<file path="src/hw/rtl/lcc_pkg.sv">
`timescale 1ns / 1ps
// lcc_pkg: types, constants and small helper functions for the card number checker
// used by lcc_kind_check and luhn_card_number_checker; depends on nothing else
package lcc_pkg;

   localparam int unsigned DIGIT_W = 4;
   localparam int unsigned COUNT_W = 7;
   localparam int unsigned KIND_W  = 2;

   // card kind register codes
   localparam logic [KIND_W-1:0] KIND_NONE    = 2'd0;
   localparam logic [KIND_W-1:0] KIND_LEAD4   = 2'd1;
   localparam logic [KIND_W-1:0] KIND_RANGE5  = 2'd2;
   localparam logic [KIND_W-1:0] KIND_LISTED  = 2'd3;
   localparam logic [KIND_W-1:0] KIND_DEFAULT = KIND_LEAD4;

   // lengths
   localparam logic [COUNT_W-1:0] LEN_13 = 7'd13;
   localparam logic [COUNT_W-1:0] LEN_16 = 7'd16;
   localparam logic [COUNT_W-1:0] LEN_19 = 7'd19;

   // prefixes held as packed bcd, so numeric order equals bcd order
   localparam logic [3:0]  PFX1_LEAD4    = 4'h4;
   localparam logic [7:0]  PFX2_LOW      = 8'h51;
   localparam logic [7:0]  PFX2_HIGH     = 8'h55;
   localparam logic [23:0] PFX6_LOW      = 24'h222100;
   localparam logic [23:0] PFX6_HIGH     = 24'h272099;
   localparam logic [15:0] PFX4_A        = 16'h4026;
   localparam logic [15:0] PFX4_B        = 16'h4508;
   localparam logic [15:0] PFX4_C        = 16'h4844;
   localparam logic [15:0] PFX4_D        = 16'h4913;
   localparam logic [15:0] PFX4_E        = 16'h4917;
   localparam logic [23:0] PFX6_LISTED   = 24'h417500;
   localparam int unsigned PREFIX_DIGITS = 6;

   typedef struct packed {
      logic [DIGIT_W-1:0] digit;
      logic               last_digit;
   } req_type;

   typedef struct packed {
      logic               checksum_ok;
      logic               kind_ok;
      logic [DIGIT_W-1:0] computed_check;
      logic [DIGIT_W-1:0] entered_check;
      logic [COUNT_W-1:0] digit_count;
   } rsp_type;

   // what the kind rule needs to know about a finished number
   typedef struct packed {
      logic [COUNT_W-1:0]                 length;
      logic                               too_long;
      logic [PREFIX_DIGITS*DIGIT_W-1:0]   prefix;
   } kind_query_type;

   // codes ten to fifteen count as the digit minus ten
   function automatic logic [DIGIT_W-1:0] fold_digit(input logic [DIGIT_W-1:0] raw);
      logic [DIGIT_W-1:0] res;
      res = (raw > 4'd9) ? raw - 4'd10 : raw;
      return res;
   endfunction

   function automatic logic [DIGIT_W-1:0] luhn_double(input logic [DIGIT_W-1:0] d);
      logic [DIGIT_W:0] t;
      logic [DIGIT_W:0] r;
      t = {d, 1'b0};
      r = (t > 5'd9) ? t - 5'd9 : t;
      return r[DIGIT_W-1:0];
   endfunction

   // both operands in 0..9
   function automatic logic [DIGIT_W-1:0] add_mod10(input logic [DIGIT_W-1:0] a,
                                                    input logic [DIGIT_W-1:0] b);
      logic [DIGIT_W:0] s;
      logic [DIGIT_W:0] r;
      s = {1'b0, a} + {1'b0, b};
      r = (s > 5'd9) ? s - 5'd10 : s;
      return r[DIGIT_W-1:0];
   endfunction

endpackage

</file>
<file path="src/hw/rtl/lcc_kind_check.sv">
`timescale 1ns / 1ps
// lcc_kind_check: length and prefix rule for the configured card kind
// pure combinational; depends on lcc_pkg
module lcc_kind_check (
   input  logic [lcc_pkg::KIND_W-1:0] card_kind,
   input  lcc_pkg::kind_query_type    query,
   output logic                       kind_ok
);
   import lcc_pkg::*;

   logic [3:0]  pfx1;
   logic [7:0]  pfx2;
   logic [15:0] pfx4;
   logic [23:0] pfx6;
   logic        len_16;
   logic        lead4_ok;
   logic        range5_ok;
   logic        listed_ok;

   assign pfx6 = query.prefix;
   assign pfx4 = query.prefix[23:8];
   assign pfx2 = query.prefix[23:16];
   assign pfx1 = query.prefix[23:20];
   assign len_16 = (query.length == LEN_16);

   assign lead4_ok = ((query.length == LEN_13) || len_16 || (query.length == LEN_19))
                     && (pfx1 == PFX1_LEAD4);
   assign range5_ok = len_16 && (((pfx2 >= PFX2_LOW) && (pfx2 <= PFX2_HIGH)) ||
                                 ((pfx6 >= PFX6_LOW) && (pfx6 <= PFX6_HIGH)));
   assign listed_ok = len_16 && ((pfx4 == PFX4_A) || (pfx4 == PFX4_B) ||
                                 (pfx4 == PFX4_C) || (pfx4 == PFX4_D) ||
                                 (pfx4 == PFX4_E) || (pfx6 == PFX6_LISTED));

   always_comb begin
      kind_ok = 1'b0;
      if (!query.too_long) begin
         unique case (card_kind)
            KIND_LEAD4:  kind_ok = lead4_ok;
            KIND_RANGE5: kind_ok = range5_ok;
            KIND_LISTED: kind_ok = listed_ok;
            KIND_NONE:   kind_ok = 1'b0;
            default:     kind_ok = 1'b0;
         endcase
      end
   end

endmodule

</file>
<file path="config.mk">
export PLATFORM = sky130hd
export DESIGN_NAME = lcc_kind_check
export DESIGN_NICKNAME = d
export VERILOG_FILES = /design/src/hw/rtl/lcc_pkg.sv /design/src/hw/rtl/lcc_kind_check.sv
export SDC_FILE = /design/constraint.sdc
export NUM_CORES = 1
export LEC_CHECK = 0
export ABC_AREA = 1
export BUFFER_PORTS_ARGS = -buffer_cell sky130_fd_sc_hd__buf_2
export CAP_MARGIN = 20
export CORE_AREA = 5 5 42 44
export DETAILED_ROUTE_END_ITERATION = 16
export DIE_AREA = 0 0 47 49
export PLACE_DENSITY = 0.76
export SYNTH_ARGS = -nofsm -noshare
export SYNTH_HDL_FRONTEND = slang
export SYNTH_SLANG_ARGS = --single-unit
export TNS_END_PERCENT = 1
</file>
<file path="constraint.sdc">
create_clock -name vclk -period 1.56
set_input_delay 0.312 -clock vclk [all_inputs]
set_output_delay 0.312 -clock vclk [all_outputs]
set_load 0.005 [all_outputs]
</file>
-- Word-level counts from Yosys, hierarchy flattened
Cells that the tools add are included.
- $lt $le $gt $ge: 4
- eq/ne operators: 13
- multiplexer cells: 2
- reductions and logical operators: 14
- operator list (kind ; number):
    16-bit by 15-bit equality test with 1-bit output (second input constant) ; 5
    24-bit by 23-bit equality test with 1-bit output (second input constant) ; 1
    24-bit by 22-bit greater-or-equal comparator with 1-bit output (second input constant) ; 1
    24-bit by 22-bit <= comparator with 1-bit output (second input constant) ; 1
    7-bit by 5-bit equality test with 1-bit output (second input constant) ; 2
    8-bit by 7-bit greater-or-equal comparator with 1-bit output (second input constant) ; 1
    8-bit by 7-bit <= comparator with 1-bit output (second input constant) ; 1
    1-bit logical OR ; 8
    7-bit by 4-bit equality test with 1-bit output (second input constant) ; 1
    1-bit logical AND ; 5
    2-bit equality test (second input constant) ; 2
    4-bit by 3-bit equality test with 1-bit output (second input constant) ; 1
    1-bit one-hot mux with 4 select lines ; 1
    2-bit by 1-bit equality test with 1-bit output (second input constant) ; 1
    2-bit logical NOT ; 1
    1-bit two-way mux ; 1
- flip-flop bits (word level): 0
- output and inout port bits: 1

-- Depth between registers and ports, before layout
Gate-level depths: netlist of run 1.
- word-level depth: 9
- mapped depth: 14
- depth with buffers taken out: 14

-- Worst setup path before layout of run 1
No wires, ideal clock.
- path kind: input to output
- start: in query[20] (netlist name)
- end: out kind_ok
- arrival time: 1.214 ns
- data required time: 1.248 ns
- path slack: 0.034 ns
- stages on the path: 13
- path through: inv_2 nand2_1 nor2_4 nand2_1 nor2_2 nand4_1 nand2_1 nand2_1 nand2_1 nand2_1 nand2_1 nand2_1 a21oi_2
- cells in the longest elaborated chain, start to end: 9
- elaborated cells on any way between the ends: 24
- ends and longest elaborated chain (element ; RTL line ; text):
    from (decl) ; lcc_kind_check.sv:6 ; input lcc_pkg::kind_query_type query,
    branches (longest 7 deep; another with 24-bit by 22-bit greater-or-equal comparator with 1-bit output) ; -- ;
    1-bit one-hot mux with 4 select lines (*) ; lcc_kind_check.sv:37 ; unique case (card_kind)
    1-bit two-way mux (*) ; lcc_kind_check.sv:36 ; if (!query.too_long) begin
    to (decl) ; lcc_kind_check.sv:7 ; output logic kind_ok
Mark *: on every way between the ends.

-- Worst setup path after layout of run 1
Same ends and word-level chain as after synthesis.

==> results of run 1 <==
[placed cells by master, fill, tap and decap left out, types with 4 or more instances in the layout]
cell type and count:
sky130_fd_sc_hd__nor2_2 4, sky130_fd_sc_hd__buf_4 22, sky130_fd_sc_hd__buf_2 26, sky130_fd_sc_hd__inv_2 7, sky130_fd_sc_hd__inv_4 5, sky130_fd_sc_hd__buf_6 7, sky130_fd_sc_hd__nand2_2 9, sky130_fd_sc_hd__nand4_1 4
sky130_fd_sc_hd__nand3_1 14, sky130_fd_sc_hd__nand2_1 31, sky130_fd_sc_hd__inv_1 17, sky130_fd_sc_hd__nor2_1 15
[through the flow]
step / TNS [ns] / hold WS [ns] / setup slack, ns
6_report: -0.261 / 0.847 / -0.261
5_1_grt: -0.403 / 0.855 / -0.403
4_1_cts: -0.228 / 0.847 / -0.228
3_5_place_dp: -0.269 / 0.846 / -0.269
3_3_place_gp: -0.228 / 0.846 / -0.228
2_1_floorplan: 0 / 0.642 / 0.0344
[routing by layer]
metal  up-vias  share of wire, %  GRT usage (%)
li1        520                 -              -
met1       432                39           17.6
met2        46                53           29.6
met3         4               7.1          0.369
met4         0              0.80          0.461
met5         -                 0              0
[cells in the mapped netlist (all sizes together)]
library cell and number:
nand3b 1, nor3 6, nor4 2, o21ai 3
nand3 15, or3 1, nand4 4, a211oi 1
inv 30, nor2 22, a21oi 3, nand2 42
[cell type report]
cell class	instances	area, um2
repair buffers	57	404
fillers	108	313
multi-input cells	100	534
inverters	30	130
well taps	16	20.0
[logic make-up (layout without fill, tap and decap cells)]
family                 Yosys count  in the layout
AOI/OAI and AO/OA                7              7
buffers and inverters           30             87
and+or+nand+nor                 93             93
[power breakdown]
group | switching [mW] | leakage (nW) | internal, mW
Clock | 0 | 0 | 0
Sequential | 0 | 0 | 0
Combinational | 0.110 | 0.618 | 0.112
[how the worst min path moves through the flow]
stage	from	endpoint	slack, ns	cells past startpoint
floorplan	query[24]	kind_ok	0.64	1
global route	query[24]	kind_ok	0.86	3
detailed placement	query[24]	kind_ok	0.85	3
global placement	query[24]	kind_ok	0.85	3
finish	query[24]	kind_ok	0.85	3
CTS	query[24]	kind_ok	0.85	3
[worst max-delay path: stages]
cell and delay (ns):
sky130_fd_sc_hd__buf_8 0.10, sky130_fd_sc_hd__inv_6 0.05, sky130_fd_sc_hd__nand2_4 0.04, sky130_fd_sc_hd__nor2_4 0.12, sky130_fd_sc_hd__nand2_2 0.07, sky130_fd_sc_hd__nor2_2 0.11
sky130_fd_sc_hd__nand4_1 0.10, sky130_fd_sc_hd__nand2_1 0.10, sky130_fd_sc_hd__nand2_1 0.06, sky130_fd_sc_hd__nand2_1 0.05, sky130_fd_sc_hd__nand2_1 0.04, sky130_fd_sc_hd__nand2_1 0.06
sky130_fd_sc_hd__nand2_2 0.05, sky130_fd_sc_hd__a21oi_2 0.12, sky130_fd_sc_hd__buf_2 0.12
[timing repair]
action,CTS,global route
gates resized for setup,14,44
endpoints found under the setup margin,1,1
pin swaps,7,15
buffers inserted,0,4
==> metrics.txt, run 1 <==
status complete, but fails checks; violations in the final reports setup timing; number of maximum-capacitance violations 0; Netlist cell types 17; setup repair after global routing missed its margin yes; non-filler instance count after layout 203; residual overflow from global routing 0; kind of end point of the critical path primary output; area growth from synthesis to layout 93.3%; max_slew headroom 82.2%; Mapped Cells 130; XOR/XNOR share of the synthesized area 0%; DR WL/cell 11.0 um; I/O pin count 35; Core ar. 1400 um2; type of element launching the critical path input pin; routability congestion estimate from global placement 0.820; post-synthesis compound-gate area fraction 7.33%; highest clock frequency the design can meet 549 MHz; antenna violations before repair 0; total routing usage reported by global routing 15.0%; register cell area after layout 0 um2; Total Power 222 uW; syn nets 164; number of global-route vias before repair 816; part of the Yosys area used for sequential elements 0%; number of buffers inserted by hold repair at cts 0; Pre-antenna DRT Iters 4; worst hold path class in2out; source of the critical timing path query[20]; post-detail-place hpwl 1600 um; placed standard-cell area 893 um2; Final #Nets 223; number of design-rule violations left by the first detailed-router iteration 25; peak fanout along the critical path 3; Final Max Slew Viols 0; final instance area 1090 um2; count of port buffers added during placement 35; post-DR vias/cell 4.94; clock buffer count in the final layout 0; mux share of post-synthesis cell area 0%; starting density of the core 40.2%; Detailed Route WL 2240 um; transition at the pin with the smallest max-transition slack 0.265 ns; share of the synthesized area in the top cell type 27.3%; cell type with the largest total area after synthesis sky130_fd_sc_hd__nand2_1; CP required 1.25 ns; pwr dens 204 nW/um2; Vert. Die Dim 49 um; main area contributors after synthesis sky130_fd_sc_hd__nand2_1 27%, sky130_fd_sc_hd__inv_1 18%, sky130_fd_sc_hd__nand3_1 13%, sky130_fd_sc_hd__nor2_1 13%, sky130_fd_sc_hd__nor3_1 5.3%; dominant combinational cell family by area after synthesis simple AND/OR/NAND/NOR gates; final critical-path share of the clock period 117%; area fraction in and, or, nand and nor cells after synthesis 72.7%; Seq cells 0; setup slack of the critical path after layout -0.261 ns; count of final hold-check violations 0; number of diodes added for antenna fixing 0; core occupancy in the finished layout 77.7%; Mapped Avg Cell Area 4.33 um2; first-pass GRT wire length 2850 um; number of synthesis warnings 0; Placed Cells incl. Taps 199; overall die area 2300 um2; Static Leakage 0.618 nW; Worst VDD drop 0.000122 V; Core Rows 14; number of vias in the routed layout 1002; final period demand of the worst path 1.82 ns; crit path to kind_ok; Adder-Cell Fraction of Synth Area 0%; count of nets left with antenna violations after detail routing 0; post-detailed-route DRC marker count 0; setup violation total in the final timing report 1; maximum number of pins on one net before global-route repair 6; area of the mapped netlist 563 um2; type of the worst setup path in2out; data arrival time of the worst path 1.51 ns; fraction of layout instances using a drive strength above 1 50.3%; die width 47 um
Power figures use the tool's default switching activity.
==> run 2: changes to the inputs <==
--- a/config.mk
+++ b/config.mk
@@ -8,10 +8,10 @@
 export ABC_AREA = 1
 export BUFFER_PORTS_ARGS = -buffer_cell sky130_fd_sc_hd__buf_2
 export CAP_MARGIN = 20
-export CORE_AREA = 5 5 42 44
+export CORE_MARGIN = 5
+export CORE_UTILIZATION = 33
 export DETAILED_ROUTE_END_ITERATION = 16
-export DIE_AREA = 0 0 47 49
-export PLACE_DENSITY = 0.76
+export PLACE_DENSITY = 0.61
 export SYNTH_ARGS = -nofsm -noshare
 export SYNTH_HDL_FRONTEND = slang
 export SYNTH_SLANG_ARGS = --single-unit
==> constraint.sdc (replaced) <==
create_clock -name vclk -period 1.56
set_input_delay 0.156 -clock vclk [all_inputs]
set_output_delay 0.156 -clock vclk [all_outputs]
set_load 0.005 [all_outputs]
==> metrics.txt, run 2 (same netlist as run 1, synthesis figures left out) <==
type of element launching the critical path input pin (unchanged); starting density of the core 33.7% (was 40.2%); setup violation total in the final timing report 0 (was 1); post-detail-place hpwl 1500 um (was 1600 um); number of global-route vias before repair 760 (was 816); pwr dens 197 nW/um2 (was 204 nW/um2); residual overflow from global routing 0 (unchanged); routability congestion estimate from global placement 0.835 (was 0.820); count of nets left with antenna violations after detail routing 0 (unchanged); Final Max Slew Viols 0 (unchanged); total routing usage reported by global routing 12.0% (was 15.0%); die width 51.3 um (was 47 um); Final #Nets 212 (was 223); number of design-rule violations left by the first detailed-router iteration 5 (was 25); transition at the pin with the smallest max-transition slack 0.264 ns (was 0.265 ns); Vert. Die Dim 51.3 um (was 49 um); data arrival time of the worst path 1.35 ns (was 1.51 ns); Core ar. 1670 um2 (was 1400 um2); final instance area 987 um2 (was 1090 um2); DR WL/cell 10.0 um (was 11.0 um); fraction of layout instances using a drive strength above 1 46.6% (was 50.3%); count of final hold-check violations 0 (unchanged); maximum number of pins on one net before global-route repair 6 (unchanged); Placed Cells incl. Taps 186 (was 199); hold path cells 3 (unchanged); count of port buffers added during placement 35 (unchanged); clock buffer count in the final layout 0 (unchanged); commonest non-fill, non-tap cells in the layout 28 x sky130_fd_sc_hd__nand2_1, 26 x sky130_fd_sc_hd__buf_2, 18 x sky130_fd_sc_hd__inv_1 (was 31 x sky130_fd_sc_hd__nand2_1, 26 x sky130_fd_sc_hd__buf_2, 22 x sky130_fd_sc_hd__buf_4); max_slew headroom 82.2% (about the same); area growth from synthesis to layout 75.3% (was 93.3%); number of vias in the routed layout 938 (was 1002); Detailed Route WL 1940 um (was 2240 um); I/O pin count 35 (unchanged); CP required 1.40 ns (was 1.25 ns); post-detailed-route DRC marker count 0 (unchanged); commonest non-fill, non-tap cell in the layout sky130_fd_sc_hd__nand2_1 (unchanged); status finished, final reports clean (was complete, but fails checks); final critical-path share of the clock period 96.8% (was 117%); kind of end point of the critical path primary output (unchanged); Core Rows 15 (was 14); overall die area 2630 um2 (was 2300 um2); aggregate negative setup slack 0 ns (was -0.261 ns); worst hold path class in2out (unchanged); highest clock frequency the design can meet 662 MHz (was 549 MHz); Total Power 194 uW (was 222 uW); first-pass GRT wire length 2660 um (was 2850 um); non-filler instance count after layout 193 (was 203); final-layout fill cell count 167 (was 108); register cell area after layout 0 um2 (unchanged); Worst VDD drop 0.0000837 V (was 0.000122 V); Seq cells 0 (unchanged); post-DR vias/cell 4.86 (was 4.94); final period demand of the worst path 1.51 ns (was 1.82 ns); setup repair after global routing missed its margin yes (unchanged); Pre-antenna DRT Iters 4 (unchanged); peak fanout along the critical path 3 (unchanged); Static Leakage 0.561 nW (was 0.618 nW); type of the worst setup path in2out (unchanged); number of maximum-capacitance violations 0 (unchanged); placed standard-cell area 790 um2 (was 893 um2); antenna violations before repair 0 (unchanged); number of diodes added for antenna fixing 0 (unchanged)
[run 2: changes by cell type in the layout (fill, tap and decap cells not counted), moves of 2 or more]
cell / change
sky130_fd_sc_hd__buf_4: -10
sky130_fd_sc_hd__nand2_2: +4
sky130_fd_sc_hd__nand2_1: -3
sky130_fd_sc_hd__inv_2: -2
sky130_fd_sc_hd__inv_4: +2
sky130_fd_sc_hd__nor3_1: +2
sky130_fd_sc_hd__nor3_2: -2
[run 2: stage by stage]
step | util, % | hold WS [ns] | worst slack, ns
2_1_floorplan | - | 0.330 | 0.346
3_3_place_gp | 47.3 | 0.537 | 0.0169
3_5_place_dp | 47.3 | 0.532 | -0.0102
4_1_cts | 47.7 | 0.536 | 0.0106
5_1_grt | 59.1 | 0.542 | -0.0741
6_report | 59.1 | 0.535 | 0.0495
[run 2: worst max-delay path, cell delays in order]
cell and delay, ns:
sky130_fd_sc_hd__buf_8 0.10, sky130_fd_sc_hd__inv_4 0.05, sky130_fd_sc_hd__nand2_4 0.05, sky130_fd_sc_hd__nor2_4 0.14, sky130_fd_sc_hd__nand2_2 0.06, sky130_fd_sc_hd__nor2_2 0.12, sky130_fd_sc_hd__nand4_1 0.09, sky130_fd_sc_hd__nand2_1 0.07
sky130_fd_sc_hd__nand2_1 0.06, sky130_fd_sc_hd__nand2_1 0.05, sky130_fd_sc_hd__nand2_1 0.05, sky130_fd_sc_hd__nand2_1 0.06, sky130_fd_sc_hd__nand2_1 0.06, sky130_fd_sc_hd__a21oi_2 0.12, sky130_fd_sc_hd__buf_2 0.12
[run 2: routing by layer]
metal | track usage, % | routed length (um) | vias up
met3 | 0.292 | 130 | 2
met2 | 23.8 | 996 | 30
met1 | 14.6 | 797 | 406
li1 | - | - | 500
met5 | 0 | 0 | -
met4 | 1.31 | 14 | 0
[run 2: path summary, 6_finish.rpt]
kind,slack [ns],to,startpoint
worst min-delay path,0.53,kind_ok,query[24]
worst max-delay path,0.05,kind_ok,query[15]
[run 2: power by group]
group	internal [mW]	leakage, nW	switching, mW	total, mW
clock network	0	0	0	0
registers	0	0	0	0
logic	0.0934	0.561	0.101	0.194
total	0.0934	0.561	0.101	0.194
[run 2: cell type report]
cell class | count | area (um2) | area share [%]
Multi-Input combinational cell | 100 | 522 | 52.9
Inverter | 30 | 130 | 13.2
Tap cell | 17 | 21.3 | 2.15
Timing Repair Buffer | 46 | 314 | 31.8
[run 2: repair_timing]
| action | 4_1_cts | 5_1_grt |
|---|---|---|
| pin swaps | 1 | 19 |
| buffers inserted | 1 | 6 |
| hold buffers | 0 | 0 |
| endpoints found under the setup margin | 1 | 1 |
| resized for setup | 0 | 54 |
==> run 3: changes to the inputs <==
--- a/config.mk
+++ b/config.mk
@@ -11,7 +11,7 @@
 export CORE_MARGIN = 5
 export CORE_UTILIZATION = 33
 export DETAILED_ROUTE_END_ITERATION = 16
-export PLACE_DENSITY = 0.61
+export PLACE_DENSITY = 0.76
 export SYNTH_ARGS = -nofsm -noshare
 export SYNTH_HDL_FRONTEND = slang
 export SYNTH_SLANG_ARGS = --single-unit
==> metrics.txt, run 3 (same netlist as run 1, synthesis figures left out) <==
status finished, final reports clean (unchanged); count of final hold-check violations 0 (unchanged); first-pass GRT wire length 2470 um (was 2660 um); overall die area 2630 um2 (unchanged); area growth from synthesis to layout 69.8% (was 75.3%); count of port buffers added during placement 35 (unchanged); type of the worst setup path in2out (unchanged); number of maximum-capacitance violations 0 (unchanged); type of element launching the critical path input pin (unchanged); Seq cells 0 (unchanged); data arrival time of the worst path 1.35 ns (about the same); antenna violations before repair 0 (unchanged); cell occurring most often along the worst timing path sky130_fd_sc_hd__nand2_1 (unchanged); number of global-route vias before repair 696 (was 760); DR WL/cell 9.43 um (was 10.0 um); Core Rows 15 (unchanged); number of buffer and inverter stages on the critical path 3 (unchanged); CP required 1.40 ns (about the same); final critical-path share of the clock period 96.8% (about the same); clock buffer count in the final layout 0 (unchanged); maximum number of pins on one net before global-route repair 6 (unchanged); number of vias in the routed layout 917 (was 938); Core ar. 1670 um2 (unchanged); setup repair after global routing missed its margin yes (unchanged); peak fanout along the critical path 3 (unchanged); Worst VDD drop 0.0000967 V (was 0.0000837 V); number of design-rule violations left by the first detailed-router iteration 17 (was 5); Pre-antenna DRT Iters 4 (unchanged); setup violation total in the final timing report 0 (unchanged); Hold WS 0.532 ns (was 0.535 ns); starting density of the core 33.7% (unchanged); die width 51.3 um (unchanged); number of diodes added for antenna fixing 0 (unchanged); aggregate negative setup slack 0 ns (unchanged); final-layout fill cell count 168 (was 167); commonest non-fill, non-tap cells in the layout 33 x sky130_fd_sc_hd__nand2_1, 25 x sky130_fd_sc_hd__buf_2, 19 x sky130_fd_sc_hd__inv_1 (was 28 x sky130_fd_sc_hd__nand2_1, 26 x sky130_fd_sc_hd__buf_2, 18 x sky130_fd_sc_hd__inv_1); fraction of layout instances using a drive strength above 1 41.6% (was 46.6%); commonest non-fill, non-tap cell in the layout sky130_fd_sc_hd__nand2_1 (unchanged); post-DR vias/cell 4.83 (was 4.86); routability congestion estimate from global placement 0.895 (was 0.835); max_slew headroom 81.5% (was 82.2%); Crit-path slowest cell sky130_fd_sc_hd__nor2_4 (unchanged); Static Leakage 0.551 nW (was 0.561 nW); register cell area after layout 0 um2 (unchanged); Detailed Route WL 1790 um (was 1940 um); core occupancy in the finished layout 57.2% (was 59.1%); Final #Nets 209 (was 212); delay of the slowest critical-path stage 0.13 ns (was 0.14 ns); chain of cells forming the critical path buf_8 -> inv_4 -> nand2_4 -> nor2_4 -> nand2_2 -> nor2_2 -> nand4_1 -> nand2_1 -> nand2_1 -> nand2_1 -> nand2_1 -> nand2_1 -> nand2_1 -> a21oi_2 -> buf_2 (unchanged); final period demand of the worst path 1.51 ns (about the same); total routing usage reported by global routing 11.0% (was 12.0%); Vert. Die Dim 51.3 um (unchanged); highest clock frequency the design can meet 662 MHz (about the same); post-detail-place hpwl 1450 um (was 1500 um); residual overflow from global routing 0 (unchanged); Final Max Slew Viols 0 (unchanged); transition at the pin with the smallest max-transition slack 0.274 ns (was 0.264 ns); I/O pin count 35 (unchanged); kind of end point of the critical path primary output (unchanged); count of nets left with antenna violations after detail routing 0 (unchanged); worst hold path class in2out (unchanged); number of buffers inserted by hold repair at cts 0 (unchanged); Crit path max-delay family simple AND/OR/NAND/NOR gates (unchanged); post-detailed-route DRC marker count 0 (unchanged); pwr dens 196 nW/um2 (was 197 nW/um2)
-- run 3: report_power, final --
group	total, mW	leakage [nW]	switching, mW	internal (mW)
clock network	0	0	0	0
logic	0.187	0.551	0.0958	0.0912
registers	0	0	0	0
total	0.187	0.551	0.0958	0.0912
-- run 3: what timing repair did --
action / CTS / global route
setup buffers: 0 / 4
endpoints found under the setup margin: 0 / 1
resized for setup: 0 / 47
-- run 3: cell type report --
| cell class | instances | area [um2] | area share (%) |
|---|---|---|---|
| inverters | 30 | 125 | 13.1 |
| well taps | 17 | 21.3 | 2.23 |
| repair buffers | 43 | 302 | 31.5 |
| multi-input cells | 100 | 508 | 53.1 |
-- run 3: metal layers --
metal | track usage [%] | vias to the layer above | wire, um | share of wire (%)
met5 | 0 | - | 0 | 0
met4 | 0 | 0 | 21 | 1.2
met3 | 1.17 | 2 | 131 | 7.3
met2 | 21.2 | 31 | 910 | 51
met1 | 13.7 | 391 | 729 | 41
li1 | - | 493 | - | -
-- run 3: final timing paths --
| kind | from | to | depth (start not counted) |
|---|---|---|---|
| max | query[15] | kind_ok | 15 |
| min | query[24] | kind_ok | 3 |
-- run 3: stage by stage --
step	cells	area [um2]	power (mW)	setup WS, ns
finish	190	956	0.187	0.0505
global route	190	956	0.206	-0.0291
CTS	186	790	0.138	0.0179
global placement	186	790	0.135	0.0618
detailed placement	186	790	0.138	0.0236
floorplan	130	563	0.0646	0.346
-- run 3: tightest hold or removal path, stage by stage --
cell,delay (ns)
sky130_fd_sc_hd__buf_2,0.08
sky130_fd_sc_hd__a21oi_2,0.03
sky130_fd_sc_hd__buf_2,0.11
